[src/rtl/swtt_pkg.sv]
`default_nettype none

package swtt_pkg;

    localparam int TIME_W     = 16;
    localparam int UPTIME_W   = 32;
    localparam int IN_DATA_W  = 64;
    localparam int OUT_DATA_W = 80;
    localparam int KIND_W     = 2;
    localparam int STATUS_W   = 2;
    localparam int OUT_TASK_W = 8;
    localparam int OUT_CNT_W  = 5;

    typedef enum logic [KIND_W-1:0] {
        KIND_START = 2'd0,
        KIND_STOP  = 2'd1,
        KIND_READ  = 2'd2,
        KIND_TICK  = 2'd3
    } kind_t;

    typedef enum logic [STATUS_W-1:0] {
        STATUS_OK        = 2'd0,
        STATUS_NO_SLOT   = 2'd1,
        STATUS_NOT_FOUND = 2'd2
    } status_t;

    typedef enum logic [3:0] {
        ST_IDLE,
        ST_LK_RD,
        ST_LK_EV,
        ST_CN_RD,
        ST_CN_EV,
        ST_AP_RD,
        ST_AP_EV,
        ST_UPDATE,
        ST_FINAL
    } state_t;

    typedef struct packed {
        logic latch;
        logic idx_clr;
        logic idx_inc;
        logic eval_lookup;
        logic eval_count;
        logic eval_apply;
        logic apply_lookup;
        logic load_final;
    } swtt_cmd_t;

    typedef struct packed {
        logic new_tick;
        logic idx_last;
        logic out_free;
        logic fire;
    } swtt_stat_t;

endpackage

`default_nettype wire

[src/rtl/swtt_ram.sv]
`default_nettype none

module swtt_ram #(
    parameter int WIDTH = 56,
    parameter int DEPTH = 16
) (
    input  wire logic                                 aclk,
    input  wire logic                                 wr_en,
    input  wire logic [(DEPTH > 1 ? $clog2(DEPTH) : 1)-1:0] wr_addr,
    input  wire logic [WIDTH-1:0]                     wr_data,
    input  wire logic [(DEPTH > 1 ? $clog2(DEPTH) : 1)-1:0] rd_addr,
    output logic      [WIDTH-1:0]                     rd_data
);

    logic [WIDTH-1:0] mem_reg [DEPTH];

    always_ff @(posedge aclk) begin
        if (wr_en) begin
            mem_reg[wr_addr] <= wr_data;
        end
        rd_data <= mem_reg[rd_addr];
    end

endmodule

`default_nettype wire

[src/rtl/swtt_ctrl.sv]
`default_nettype none

module swtt_ctrl import swtt_pkg::*; (
    input  wire logic       aclk,
    input  wire logic       aresetn,
    input  wire logic       s_tvalid,
    output logic            s_tready,
    input  wire swtt_stat_t stat,
    output swtt_cmd_t       cmd
);

    state_t state_reg, state_next;

    always_ff @(posedge aclk) begin
        if (!aresetn) begin
            state_reg <= ST_IDLE;
        end else begin
            state_reg <= state_next;
        end
    end

    always_comb begin
        state_next = state_reg;
        cmd        = '0;
        s_tready   = 1'b0;
        unique case (state_reg)
            ST_IDLE: begin
                s_tready = 1'b1;
                if (s_tvalid) begin
                    cmd.latch   = 1'b1;
                    cmd.idx_clr = 1'b1;
                    state_next  = stat.new_tick ? ST_CN_RD : ST_LK_RD;
                end
            end
            ST_LK_RD: state_next = ST_LK_EV;
            ST_LK_EV: begin
                cmd.eval_lookup = 1'b1;
                if (stat.idx_last) begin
                    state_next = ST_UPDATE;
                end else begin
                    cmd.idx_inc = 1'b1;
                    state_next  = ST_LK_RD;
                end
            end
            ST_CN_RD: state_next = ST_CN_EV;
            ST_CN_EV: begin
                cmd.eval_count = 1'b1;
                if (stat.idx_last) begin
                    cmd.idx_clr = 1'b1;
                    state_next  = ST_AP_RD;
                end else begin
                    cmd.idx_inc = 1'b1;
                    state_next  = ST_CN_RD;
                end
            end
            ST_AP_RD: state_next = ST_AP_EV;
            ST_AP_EV: begin
                if (!stat.fire || stat.out_free) begin
                    cmd.eval_apply = 1'b1;
                    if (stat.idx_last) begin
                        state_next = ST_FINAL;
                    end else begin
                        cmd.idx_inc = 1'b1;
                        state_next  = ST_AP_RD;
                    end
                end
            end
            ST_UPDATE: begin
                cmd.apply_lookup = 1'b1;
                state_next       = ST_FINAL;
            end
            ST_FINAL: begin
                if (stat.out_free) begin
                    cmd.load_final = 1'b1;
                    state_next     = ST_IDLE;
                end
            end
            default: state_next = ST_IDLE;
        endcase
    end

endmodule

`default_nettype wire

[src/rtl/swtt_datapath.sv]
`default_nettype none

module swtt_datapath import swtt_pkg::*; #(
    parameter int NUM_SLOTS    = 16,
    parameter int TASK_ID_BITS = 8
) (
    input  wire logic                  aclk,
    input  wire logic                  aresetn,
    input  wire swtt_cmd_t             cmd,
    output swtt_stat_t                 stat,
    input  wire logic [KIND_W-1:0]     in_kind,
    input  wire logic [IN_DATA_W-1:0]  in_data,
    output logic                       m_tvalid,
    input  wire logic                  m_tready,
    output logic [OUT_DATA_W-1:0]      m_tdata,
    output logic                       m_tuser,
    output logic                       m_tlast
);

    localparam int IDX_W = (NUM_SLOTS > 1) ? $clog2(NUM_SLOTS) : 1;
    localparam int CNT_W = $clog2(NUM_SLOTS + 1);
    localparam int ROW_W = TASK_ID_BITS + 3 * TIME_W;
    localparam logic [IDX_W-1:0] LAST_IDX = IDX_W'(NUM_SLOTS - 1);

    // item
    kind_t                   kind_reg;
    logic [TASK_ID_BITS-1:0] task_reg;
    logic [TIME_W-1:0]       ev_reg;
    logic [TIME_W-1:0]       tmo_reg;
    logic                    once_reg;
    logic [TIME_W-1:0]       ms_reg;

    // table control
    logic [IDX_W-1:0]        idx_reg;
    logic [NUM_SLOTS-1:0]    used_reg;
    logic [CNT_W-1:0]        count_reg;
    logic [UPTIME_W-1:0]     uptime_reg;
    logic                    hit_reg;
    logic [IDX_W-1:0]        hit_idx_reg;
    logic [TIME_W-1:0]       hit_left_reg;
    logic [TIME_W-1:0]       hit_reload_reg;
    logic                    free_reg;
    logic [IDX_W-1:0]        free_idx_reg;
    status_t                 res_status_reg;
    logic [TIME_W-1:0]       res_rem_reg;

    // output register
    logic                    m_valid_reg;
    status_t                 m_status_reg;
    logic [TIME_W-1:0]       m_rem_reg;
    logic                    m_fired_reg;
    logic [OUT_TASK_W-1:0]   m_ftask_reg;
    logic [TIME_W-1:0]       m_fev_reg;
    logic                    m_last_reg;
    logic [OUT_CNT_W-1:0]    m_count_reg;
    logic [UPTIME_W-1:0]     m_uptime_reg;

    logic                    wr_en;
    logic [IDX_W-1:0]        wr_addr;
    logic [ROW_W-1:0]        wr_data;
    logic [ROW_W-1:0]        rd_data;

    logic [TASK_ID_BITS-1:0] row_task;
    logic [TIME_W-1:0]       row_ev;
    logic [TIME_W-1:0]       row_left;
    logic [TIME_W-1:0]       row_reload;
    logic                    used_i;
    logic                    hit_i;
    logic [TIME_W-1:0]       new_left;
    logic [TIME_W-1:0]       after_left;
    logic                    fire_i;
    logic                    release_i;
    logic                    out_free;
    logic                    load_fire;

    swtt_ram #(
        .WIDTH (ROW_W),
        .DEPTH (NUM_SLOTS)
    ) u_ram (
        .aclk    (aclk),
        .wr_en   (wr_en),
        .wr_addr (wr_addr),
        .wr_data (wr_data),
        .rd_addr (idx_reg),
        .rd_data (rd_data)
    );

    assign row_task   = rd_data[ROW_W-1 -: TASK_ID_BITS];
    assign row_ev     = rd_data[3*TIME_W-1 -: TIME_W];
    assign row_left   = rd_data[2*TIME_W-1 -: TIME_W];
    assign row_reload = rd_data[TIME_W-1:0];

    assign used_i     = used_reg[idx_reg];
    assign hit_i      = used_i && (row_task == task_reg) && (row_ev == ev_reg);
    assign new_left   = (row_left <= ms_reg) ? '0 : row_left - ms_reg;
    assign fire_i     = used_i && (new_left == '0) && (row_ev != '0);
    assign after_left = fire_i ? row_reload : new_left;
    assign release_i  = used_i && ((after_left == '0) || (row_ev == '0));

    assign out_free   = !m_valid_reg || m_tready;
    assign load_fire  = cmd.eval_apply && fire_i;

    assign stat.new_tick = (kind_t'(in_kind) == KIND_TICK);
    assign stat.idx_last = (idx_reg == LAST_IDX);
    assign stat.out_free = out_free;
    assign stat.fire     = fire_i;

    always_comb begin
        wr_en   = cmd.eval_apply && used_i;
        wr_addr = idx_reg;
        wr_data = {row_task, row_ev, after_left, row_reload};
        if (cmd.apply_lookup) begin
            case (kind_reg)
                KIND_START: begin
                    if (hit_reg) begin
                        wr_en   = 1'b1;
                        wr_addr = hit_idx_reg;
                        wr_data = {task_reg, ev_reg, tmo_reg,
                                   once_reg ? hit_reload_reg : tmo_reg};
                    end else if (free_reg) begin
                        wr_en   = 1'b1;
                        wr_addr = free_idx_reg;
                        wr_data = {task_reg, ev_reg, tmo_reg,
                                   once_reg ? {TIME_W{1'b0}} : tmo_reg};
                    end
                end
                KIND_STOP: begin
                    if (hit_reg) begin
                        wr_en   = 1'b1;
                        wr_addr = hit_idx_reg;
                        wr_data = {task_reg, {TIME_W{1'b0}}, hit_left_reg, hit_reload_reg};
                    end
                end
                default: ;
            endcase
        end
    end

    always_ff @(posedge aclk) begin
        if (!aresetn) begin
            idx_reg     <= '0;
            used_reg    <= '0;
            count_reg   <= '0;
            uptime_reg  <= '0;
            hit_reg     <= 1'b0;
            free_reg    <= 1'b0;
            m_valid_reg <= 1'b0;
        end else begin
            if (cmd.idx_clr) begin
                idx_reg <= '0;
            end else if (cmd.idx_inc) begin
                idx_reg <= idx_reg + 1'b1;
            end
            if (cmd.latch) begin
                hit_reg  <= 1'b0;
                free_reg <= 1'b0;
                if (kind_t'(in_kind) == KIND_TICK) begin
                    uptime_reg <= uptime_reg + UPTIME_W'(in_data[56:41]);
                end
            end
            if (cmd.eval_lookup) begin
                if (!hit_reg && hit_i) begin
                    hit_reg <= 1'b1;
                end
                if (!free_reg && !used_i) begin
                    free_reg <= 1'b1;
                end
            end
            if (cmd.eval_count && release_i && (count_reg != '0)) begin
                count_reg <= count_reg - 1'b1;
            end
            if (cmd.eval_apply && release_i) begin
                used_reg[idx_reg] <= 1'b0;
            end
            if (cmd.apply_lookup && (kind_reg == KIND_START) && !hit_reg && free_reg) begin
                used_reg[free_idx_reg] <= 1'b1;
                count_reg              <= count_reg + 1'b1;
            end
            if (load_fire || cmd.load_final) begin
                m_valid_reg <= 1'b1;
            end else if (m_tready) begin
                m_valid_reg <= 1'b0;
            end
        end
    end

    always_ff @(posedge aclk) begin
        if (cmd.latch) begin
            kind_reg       <= kind_t'(in_kind);
            task_reg       <= TASK_ID_BITS'(in_data[7:0]);
            ev_reg         <= in_data[23:8];
            tmo_reg        <= in_data[39:24];
            once_reg       <= in_data[40];
            ms_reg         <= in_data[56:41];
            res_status_reg <= STATUS_OK;
            res_rem_reg    <= '0;
        end
        if (cmd.eval_lookup) begin
            if (!hit_reg && hit_i) begin
                hit_idx_reg    <= idx_reg;
                hit_left_reg   <= row_left;
                hit_reload_reg <= row_reload;
            end
            if (!free_reg && !used_i) begin
                free_idx_reg <= idx_reg;
            end
        end
        if (cmd.apply_lookup) begin
            case (kind_reg)
                KIND_START: res_status_reg <= (hit_reg || free_reg) ? STATUS_OK
                                                                    : STATUS_NO_SLOT;
                KIND_STOP:  res_status_reg <= hit_reg ? STATUS_OK : STATUS_NOT_FOUND;
                KIND_READ:  res_rem_reg    <= hit_reg ? hit_left_reg : '0;
                default: ;
            endcase
        end
        if (load_fire) begin
            m_status_reg <= STATUS_OK;
            m_rem_reg    <= '0;
            m_fired_reg  <= 1'b1;
            m_ftask_reg  <= OUT_TASK_W'(row_task);
            m_fev_reg    <= row_ev;
            m_last_reg   <= 1'b0;
            m_count_reg  <= OUT_CNT_W'(count_reg);
            m_uptime_reg <= uptime_reg;
        end else if (cmd.load_final) begin
            m_status_reg <= res_status_reg;
            m_rem_reg    <= res_rem_reg;
            m_fired_reg  <= 1'b0;
            m_ftask_reg  <= '0;
            m_fev_reg    <= '0;
            m_last_reg   <= 1'b1;
            m_count_reg  <= OUT_CNT_W'(count_reg);
            m_uptime_reg <= uptime_reg;
        end
    end

    assign m_tvalid = m_valid_reg;
    assign m_tuser  = m_fired_reg;
    assign m_tlast  = m_last_reg;
    assign m_tdata  = {1'b0, m_uptime_reg, m_count_reg, m_fev_reg, m_ftask_reg,
                       m_rem_reg, m_status_reg};

endmodule

`default_nettype wire

[src/rtl/software_timer_table.sv]
// Software timer table: NUM_SLOTS task timers keyed by task id and event bits.
// Input channel (s_axis_*): one item per handshake, tuser selects start, stop,
// read remaining or tick. Result channel (m_axis_*): one result per start,
// stop or read; a tick gives one fired result per expiring slot, in slot
// order, then a closing result with tlast high.
// Sequencing: start, stop and read walk every slot through the table RAM's
// read port, each slot in a read state and then an evaluate state on the
// registered read data, then pass an update state and a final state.
// A tick walks the table twice (first to settle the occupied count reported
// on every result, then to update and fire), and may wait on the receiver.
// One item is processed at a time; s_axis_tready is high only while idle.
// Results sit in an output register; while the receiver holds m_axis_tready
// low the walk pauses at the next expiring slot and nothing is lost.
// Reset (aresetn low, synchronous) frees every slot, clears the occupied
// count and the uptime, and drops any pending result.
`default_nettype none

module software_timer_table import swtt_pkg::*; #(
    parameter int NUM_SLOTS    = 16,
    parameter int TASK_ID_BITS = 8
) (
    input  wire logic                   aclk,
    input  wire logic                   aresetn,
    input  wire logic                   s_axis_tvalid,
    output logic                        s_axis_tready,
    // task_id[7:0], event_bits[23:8], timeout[39:24], one_shot[40],
    // elapsed_ms[56:41], zero[63:57]
    input  wire logic [IN_DATA_W-1:0]   s_axis_tdata,
    // kind[1:0]
    input  wire logic [KIND_W-1:0]      s_axis_tuser,
    output logic                        m_axis_tvalid,
    input  wire logic                   m_axis_tready,
    // status[1:0], remaining[17:2], fired_task[25:18], fired_event[41:26],
    // active_count[46:42], uptime_ms[78:47], zero[79]
    output logic [OUT_DATA_W-1:0]       m_axis_tdata,
    // fired[0]
    output logic                        m_axis_tuser,
    output logic                        m_axis_tlast
);

    swtt_cmd_t  cmd;
    swtt_stat_t stat;

    swtt_ctrl u_ctrl (
        .aclk     (aclk),
        .aresetn  (aresetn),
        .s_tvalid (s_axis_tvalid),
        .s_tready (s_axis_tready),
        .stat     (stat),
        .cmd      (cmd)
    );

    swtt_datapath #(
        .NUM_SLOTS    (NUM_SLOTS),
        .TASK_ID_BITS (TASK_ID_BITS)
    ) u_datapath (
        .aclk     (aclk),
        .aresetn  (aresetn),
        .cmd      (cmd),
        .stat     (stat),
        .in_kind  (s_axis_tuser),
        .in_data  (s_axis_tdata),
        .m_tvalid (m_axis_tvalid),
        .m_tready (m_axis_tready),
        .m_tdata  (m_axis_tdata),
        .m_tuser  (m_axis_tuser),
        .m_tlast  (m_axis_tlast)
    );

endmodule

`default_nettype wire
[config.mk]
export PLATFORM = sky130hd
export DESIGN_NAME = software_timer_table
export DESIGN_NICKNAME = d
export VERILOG_FILES = /design/src/rtl/swtt_pkg.sv /design/src/rtl/swtt_ram.sv /design/src/rtl/swtt_ctrl.sv /design/src/rtl/swtt_datapath.sv /design/src/rtl/software_timer_table.sv
export SDC_FILE = /design/constraint.sdc
export NUM_CORES = 1
export LEC_CHECK = 0
export CAP_MARGIN = 30
export CELL_PAD_IN_SITES_DETAIL_PLACEMENT = 2
export CELL_PAD_IN_SITES_GLOBAL_PLACEMENT = 2
export CORE_ASPECT_RATIO = 0.9
export CORE_MARGIN = 2
export CORE_UTILIZATION = 26
export CTS_CLUSTER_DIAMETER = 100
export DETAILED_ROUTE_END_ITERATION = 12
export DONT_BUFFER_PORTS = 1
export PLACE_DENSITY_LB_ADDON = 0.1
export RECOVER_POWER = 25
export SETUP_SLACK_MARGIN = 0.15
export SKIP_LAST_GASP = 1
export SLEW_MARGIN = 25
export SYNTH_ARGS = -nofsm -noshare
export SYNTH_HDL_FRONTEND = slang
export SYNTH_SLANG_ARGS = --single-unit
[constraint.sdc]
create_clock -name aclk -period 11.9 [get_ports aclk]
set_input_delay 0 -clock aclk [delete_from_list [all_inputs] [get_ports aclk]]
set_output_delay 0 -clock aclk [all_outputs]
set_load 0.01 [all_outputs]
==> results of run 1 <==
-- timing repair --
action / 4_1_cts / 5_1_grt
resized for setup: 0 / 0
endpoints found under the hold margin: 126 / 0
hold buffers: 123 / 0
-- metrics by stage --
step | hold WS, ns | util (%) | instances
after CTS | 0.00867 | 31.3 | 5424
after global placement | 0.0989 | 28.0 | 5029
after global routing | 0.0510 | 31.2 | 5428
after detailed placement | 0.0989 | 28.0 | 5037
after floorplan | 0.0989 | - | 2676
final | 0.0952 | 31.2 | 5431
-- per-layer routing --
layer	track usage (%)	vias up	part of all wire, %
li1	-	11300	-
met1	22.0	14300	47
met2	26.2	477	48
met3	2.96	162	3.8
met4	3.72	0	1.7
met5	0	-	0
-- cell type report --
class | count | share of cell area [%]
Clock inverter | 65 | 1.23
Inverter | 43 | 0.284
Multi-Input combinational cell | 1279 | 22.2
Sequential cell | 1214 | 60.8
Antenna cell | 4 | 0.0174
Timing Repair Buffer | 211 | 3.33
Clock buffer | 199 | 6.89
Tap cell | 2416 | 5.27
-- how the worst max path moves through the flow --
stage / slack (ns) / startpoint / endpoint
6_report: 4.16 / u_datapath.idx_reg[1] / u_datapath.u_ram.mem_reg[5][33]
5_1_grt: 3.60 / u_datapath.idx_reg[1] / u_datapath.u_ram.mem_reg[5][37]
4_1_cts: 6.03 / u_datapath.idx_reg[1] / u_datapath.u_ram.mem_reg[5][37]
3_5_place_dp: 6.03 / u_datapath.idx_reg[1] / u_datapath.u_ram.mem_reg[5][30]
3_3_place_gp: 6.10 / u_datapath.idx_reg[1] / u_datapath.u_ram.mem_reg[5][30]
2_1_floorplan: 2.86 / u_datapath.ms_reg[0] / u_datapath.u_ram.mem_reg[4][0]
-- logic make-up after synthesis --
kind of cell	count (synthesis)	synth area share (%)
DFF	1214	72.4
and+or+nand+nor	513	5.10
AOI/OAI and AO/OA	367	5.15
muxes	301	13.7
buffers and inverters	183	1.49
xor gates and xnor gates	55	1.00
adders and majority gates	42	1.14
other	1	0.00779
-- cell usage in the layout (no fill, tap or decap), drive strengths merged, types with 10 or more instances in the layout --
master	netlist	routed
a21o	16	16
a21oi	103	103
a222oi	12	12
a22o	20	20
a31oi	25	25
a32o	17	17
a41oi	11	11
and2	33	33
and3	15	15
buf	44	73
clkbuf	96	215
clkinv	0	47
dfxtp	158	158
dlygate4sd3	0	122
edfxtp	1056	1056
ha	39	39
inv	43	49
mux2	12	12
mux4	285	285
nand2	185	185
nand2b	15	15
nand3	27	27
nand4	19	19
nor2	107	107
nor3	36	36
nor4	14	14
o21a	10	10
o21ai	74	74
o22ai	16	16
or3	24	24
xnor2	36	36
xor2	19	19
-- power by group --
part	internal (uW)	total (uW)	switching, uW
registers	4860	4970	112
logic	448	1130	680
clock network	2520	4370	1850
-- critical path, stage by stage, from the launching register on --
cell      delay [ns]
dfxtp_1         0.52
clkbuf_1        2.68
mux4_2          0.53
mux4_2          0.67
nand2_1         0.22
nor2_1          0.10
and2_1          0.17
nand4_1         0.28
a31oi_4         0.36
nand2b_1        0.33
nor3_2          0.21
buf_4           0.52
buf_4           0.72
==> out/results.tsv, run 1 <==
metric	value	unit
syn_nets	2788	
Slew @ Worst Pin	3.81	ns
Final min period	7.74	ns
peak supply drop	0.000162	V
Most used DFF post-synth	edfxtp_1	
post-synth top area share	65.9	%
type of element capturing the critical path	flip-flop	
Post-synth ARST share	0	%
initial antenna violation count	9	
dpl ws	6.03	ns
CTS Buf Count	143	
Die H	412	um
HP Start	m_axis_tready	
Std-Cell Core Area	0.184	mm2
synth cell count leaders	edfxtp_1 (1056), mux4_2 (285), nand2_1 (185), dfxtp_1 (158), nor2_1 (107)	
R2R depth	12	
skew final	0.0624	ns
Total Routing Usage GR	16.0	%
Slew Viols, Final	224	
Slew HR	-154	%
Mapped Cells	2676	
postcts setup bufs	0	
Leak Pwr	0.0178	uW
Setup TNS Final	0	ns
DRC Markers	0	
CTS max path bufs	3	
Cell Area, Synth	0.0482	mm2
Netlist cell types	81	
Tot Pwr	10500	uW
CTS H-tree depth	4	
main area contributors after synthesis	edfxtp_1 (66%), mux4_2 (13%), dfxtp_1 (6.6%), nand2_1 (1.4%), a21oi_1 (1.0%)	
first-pass GRT wire length	217	mm
I/O Buffers	0	
nets	3004	
ANT nets after route	0	
IO Pins	154	
row cnt	149	
Mean Syn Cell Area	18.0	um2
Crit path required time	12.30	ns
Yosys top cell by area	edfxtp_1	
die width	458	um
Largest register FFs	896	
pin count of the biggest net entering global routing	127	
Fill cells	18300	
status	complete, but fails checks	
Initial Utilization	26.2	%
failing checks	capacitance limit, slew limit	
vias in the first global route	28900	
Synth Warn #	0	
#FFs+latches synth	1214	
Setup crit start kind	flip-flop	
DRT Wirelength	152	mm
final period utilization	65.1	%
Max Cap Viol	6	
footprint of the multi-input gates	0.0127	mm2
CTS tree	done	
clock root cell	clkbuf_16	
GR Overflow Total	0	
RSZ-0062 raised after global routing	false	
r2r setup slk	4.16	ns
Area Growth Syn to Fin	19.1	%
RR Startpoint	u_datapath.idx_reg[1]	
most frequent cell after synthesis	edfxtp_1	
Die ar.	0.189	mm2
register area	0.0349	mm2
placement-stage cell area	0.0515	mm2
hpwl dp	87.8	mm
min-delay worst type	in -> reg	
WL/cell	27.9	um
kind of critical path	reg -> reg	
PD cells	183	mW/mm2
Final Hold Viols	0	
initial drt markers	1979	
clock-pin slew on the worst setup and hold paths	0.06	ns
Setup-failing EPs final	0	
vias per cell	4.82	
RD Place Congestion	0.748	
Clk Latency, worst-skew pair	0.80	ns
Arr. time, crit path	8.15	ns
register area share after synthesis	72.4	%
drt first pass iters	6	
clock sink count	1214	
crit-path max FO	52	
min setup slack post-route	4.16	ns
RR Endpoint	u_datapath.u_ram.mem_reg[5][33]	
achievable frequency	129	MHz
Design Area, Final	0.0574	mm2
share of cells above drive strength 1	20.8	%
Hold Path Depth	3	
total number of vias	26200	
Endpoint, Worst Hold	u_datapath.m_tvalid	
Post-synth EDFFs	1056	
(Power assumes the default switching activity.)
==> run 2: changes to the inputs <==
ABC_AREA = 1   (was unset)
clock period = 8.1 ns   (was 11.9 ns; I/O delays follow)
==> out/results.tsv, run 2 <==
metric	value	unit	change
status	complete, but fails checks		
failing checks	capacitance limit, slew limit		
initial drt markers	2161		+9.2%
main area contributors after synthesis	edfxtp_1 (65%), dfxtp_1 (6.4%), o21ai_0 (5.7%), nor2_1 (4.8%), nand2_1 (4.1%)		
r2r setup slk	1.32	ns	-2.83 ns
vias in the first global route	35800		+24%
achievable frequency	148	MHz	+14%
HP Start	m_axis_tready		
GR Overflow Total	0		unchanged
CTS max path bufs	3		unchanged
DRC Markers	0		unchanged
Post-synth ARST share	0	%	unchanged
RD Place Congestion	0.761		+1.7%
crit-path cells	inv_1 > nor2_1 > inv_1 > nor2_2 > clkbuf_1 > inv_1 > clkbuf_1 > nor2_2 > buf_4 > clkinv_1 > nor2_2 > inv_2 > fa_1 > nand3_1 > nand2_1 > xnor2_1 > nand3_1 > nand2_1 > dlygate4sd3_1 > nor2_1 > dlygate4sd3_1		
CTS Buf Count	144		+0.70%
kind of critical path	reg -> reg		
first-pass GRT wire length	262	mm	+21%
synth cell count leaders	edfxtp_1 (1056), nor2_1 (627), o21ai_0 (555), nand2_1 (531), o22ai_1 (248)		
Cell Area, Synth	0.0492	mm2	+2.1%
skew final	0.0305	ns	-0.0319 ns
Initial Utilization	26.1	%	-0.075 points
non-filler cells, final	7003		+29%
Max Cap Viol	5		-1
peak supply drop	0.000205	V	+26%
max layer used	met4		
Slew @ Worst Pin	4.48	ns	+0.673 ns
Final Hold Viols	0		unchanged
Die ar.	0.193	mm2	+2.1%
total number of vias	33800		+29%
RSZ-0062 raised after global routing	false		
Final min period	6.78	ns	-0.966 ns
I/O Buffers	0		unchanged
R2R depth	21		+9
metal3 WL	5.18	mm	-11%
pin count of the biggest net entering global routing	153		+20%
Leak Pwr	0.0200	uW	+13%
CTS tree	done		
final period utilization	83.7	%	+19 points
RR Endpoint	u_datapath.count_reg[4]		
DRT Wirelength	180	mm	+19%
wl on met1	87.8	mm	+24%
DP Cell Count	6608		+31%
hpwl dp	106	mm	+21%
vias per cell	4.82		about the same
PD cells	369	mW/mm2	+100%
commonest non-fill, non-tap cell in the layout	edfxtp_1		
Clk Latency, worst-skew pair	0.79	ns	about the same
Mapped Cells	4185		+56%
Netlist cell types	60		-26%
Synth Warn #	0		unchanged
row cnt	151		+1.3%
Fill cells	19800		+8.2%
footprint of the multi-input gates	0.0128	mm2	+0.19%
CTS H-tree depth	4		unchanged
ANT nets after route	0		unchanged
die width	462	um	+1.0%
Arr. time, crit path	7.45	ns	-0.70 ns
Largest register FFs	896		unchanged
share of cells above drive strength 1	9.54	%	-11 points
crit-path max cell delay	0.82	ns	-1.86 ns
crit-path max FO	23		-56%
dpl ws	1.86	ns	-4.18 ns
initial antenna violation count	8		-1
register area share after synthesis	70.9	%	-1.5 points
register area	0.0349	mm2	about the same
Crit path required time	8.77	ns	-3.53 ns
commonest non-fill, non-tap cells in the layout	edfxtp_1 (1056), nor2_1 (607), o21ai_0 (551)		
CP top delay family	buffers and inverters		
RR Startpoint	u_ctrl.state_reg[2]		
#FFs+latches synth	1214		unchanged
postcts setup bufs	0		unchanged
WP depth	21		+9
drt first pass iters	5		-1
Most used DFF post-synth	edfxtp_1		
CP max stage cell	clkbuf_1		
Yosys top cell by area	edfxtp_1		
Endpoint, Worst Hold	u_datapath.m_tvalid		
Setup crit start kind	flip-flop		
Std-Cell Core Area	0.188	mm2	+2.4%
placement-stage cell area	0.0528	mm2	+2.5%
type of element capturing the critical path	flip-flop		
Area Growth Syn to Fin	19.3	%	
Hold Path Depth	4		+1
WL/cell	25.7	um	-7.7%
clock-pin slew on the worst setup and hold paths	0.06	ns	about the same
Slew HR	-199	%	-45 points
Total Routing Usage GR	18.5	%	+2.5 points
Slew Viols, Final	193		-14%
Die H	417	um	+1.0%
met2 wire length	83.5	mm	+16%
Setup-failing EPs final	0		unchanged
Design Area, Final	0.0587	mm2	+2.3%
Setup TNS Final	0	ns	unchanged
Mean Syn Cell Area	11.7	um2	-35%
min-delay worst type	in -> reg		
most frequent cell after synthesis	edfxtp_1		
CP bufs+invs	10		+7
IO Pins	154		unchanged
clock sink count	1214		unchanged
syn_nets	4297		+54%
min setup slack post-route	1.32	ns	-2.83 ns
post-synth top area share	64.5	%	-1.3 points
clock root cell	clkbuf_16		
Post-synth EDFFs	1056		unchanged
nets	4468		+49%
run 2: cell count changes after synthesis, sizes merged, moves of 28 or more:
cell    change
clkbuf    +107
and2       -29
nor2      +536
nand4      +55
nand3      +91
inv       +197
o22ai     +232
nand2     +362
xnor2      -28
mux4      -285
o21ai     +497
run 2: timing repair:
item | 4_1_cts | 5_1_grt
gates resized for setup | 0 | 0
hold endpoints to repair | 154 | 0
hold buffers | 126 | 0
run 2: final cells by class:
class / instances / area share (%)
Sequential cell: 1214 / 59.5
Multi-Input combinational cell: 2502 / 21.7
Clock buffer: 216 / 7.04
Tap cell: 2524 / 5.38
Timing Repair Buffer: 250 / 3.82
Inverter: 244 / 1.60
Clock inverter: 52 / 0.966
Antenna cell: 1 / 0.00427
run 2: worst max-delay path by stage:
stage	end	slack, ns	startpoint
6_report	u_datapath.count_reg[4]	1.32	u_ctrl.state_reg[2]
5_1_grt	u_datapath.count_reg[4]	0.84	u_ctrl.state_reg[2]
3_5_place_dp	u_datapath.u_ram.mem_reg[13][19]	1.86	u_datapath.kind_reg[1]
3_3_place_gp	u_datapath.u_ram.mem_reg[13][26]	1.99	u_datapath.kind_reg[0]
2_1_floorplan	u_datapath.u_ram.mem_reg[0][0]	2.59	u_datapath.ms_reg[0]
4_1_cts	u_datapath.u_ram.mem_reg[13][41]	1.81	u_datapath.kind_reg[1]
run 2: cells by family after synthesis:
logic type,share of synthesized area [%]
other,0.00763
and+or+nand+nor,12.4
DFF,70.9
buffers and inverters,3.65
AOI/OAI and AO/OA,11.5
xor gates and xnor gates,0.410
adders and majority gates,1.11
run 2: routing by layer:
metal,vias to the layer above,track usage (%)
met4,0,4.30
li1,15400,-
met2,483,29.9
met3,212,2.47
met1,17600,26.2
met5,-,0
run 2: worst register-to-register path, stage by stage, from the launching register on:
cell,delay [ns]
dfxtp_1,0.36
inv_1,0.05
nor2_1,0.09
inv_1,0.11
nor2_2,0.10
clkbuf_1,0.82
inv_1,0.16
clkbuf_1,0.67
nor2_2,0.26
buf_4,0.30
clkinv_1,0.71
nor2_2,0.72
inv_2,0.23
fa_1,0.45
nand3_1,0.09
nand2_1,0.07
xnor2_1,0.21
nand3_1,0.11
nand2_1,0.06
dlygate4sd3_1,0.54
nor2_1,0.04
dlygate4sd3_1,0.55
run 2: power breakdown:
group,internal [uW],switching [uW],total (uW)
Clock,3830,2720,6550
Sequential,8210,528,8730
Combinational,1660,4670,6340
run 2: stage by stage:
| step | power [uW] | hold WS [ns] | util, % |
|---|---|---|---|
| after floorplan | 12400 | 0.0989 | - |
| after global placement | 15200 | 0.0989 | 28.0 |
| after detailed placement | 15300 | 0.0989 | 28.1 |
| after CTS | 22000 | 0.0852 | 31.2 |
| after global routing | 22900 | 0.137 | 31.2 |
| final | 21600 | 0.166 | 31.2 |
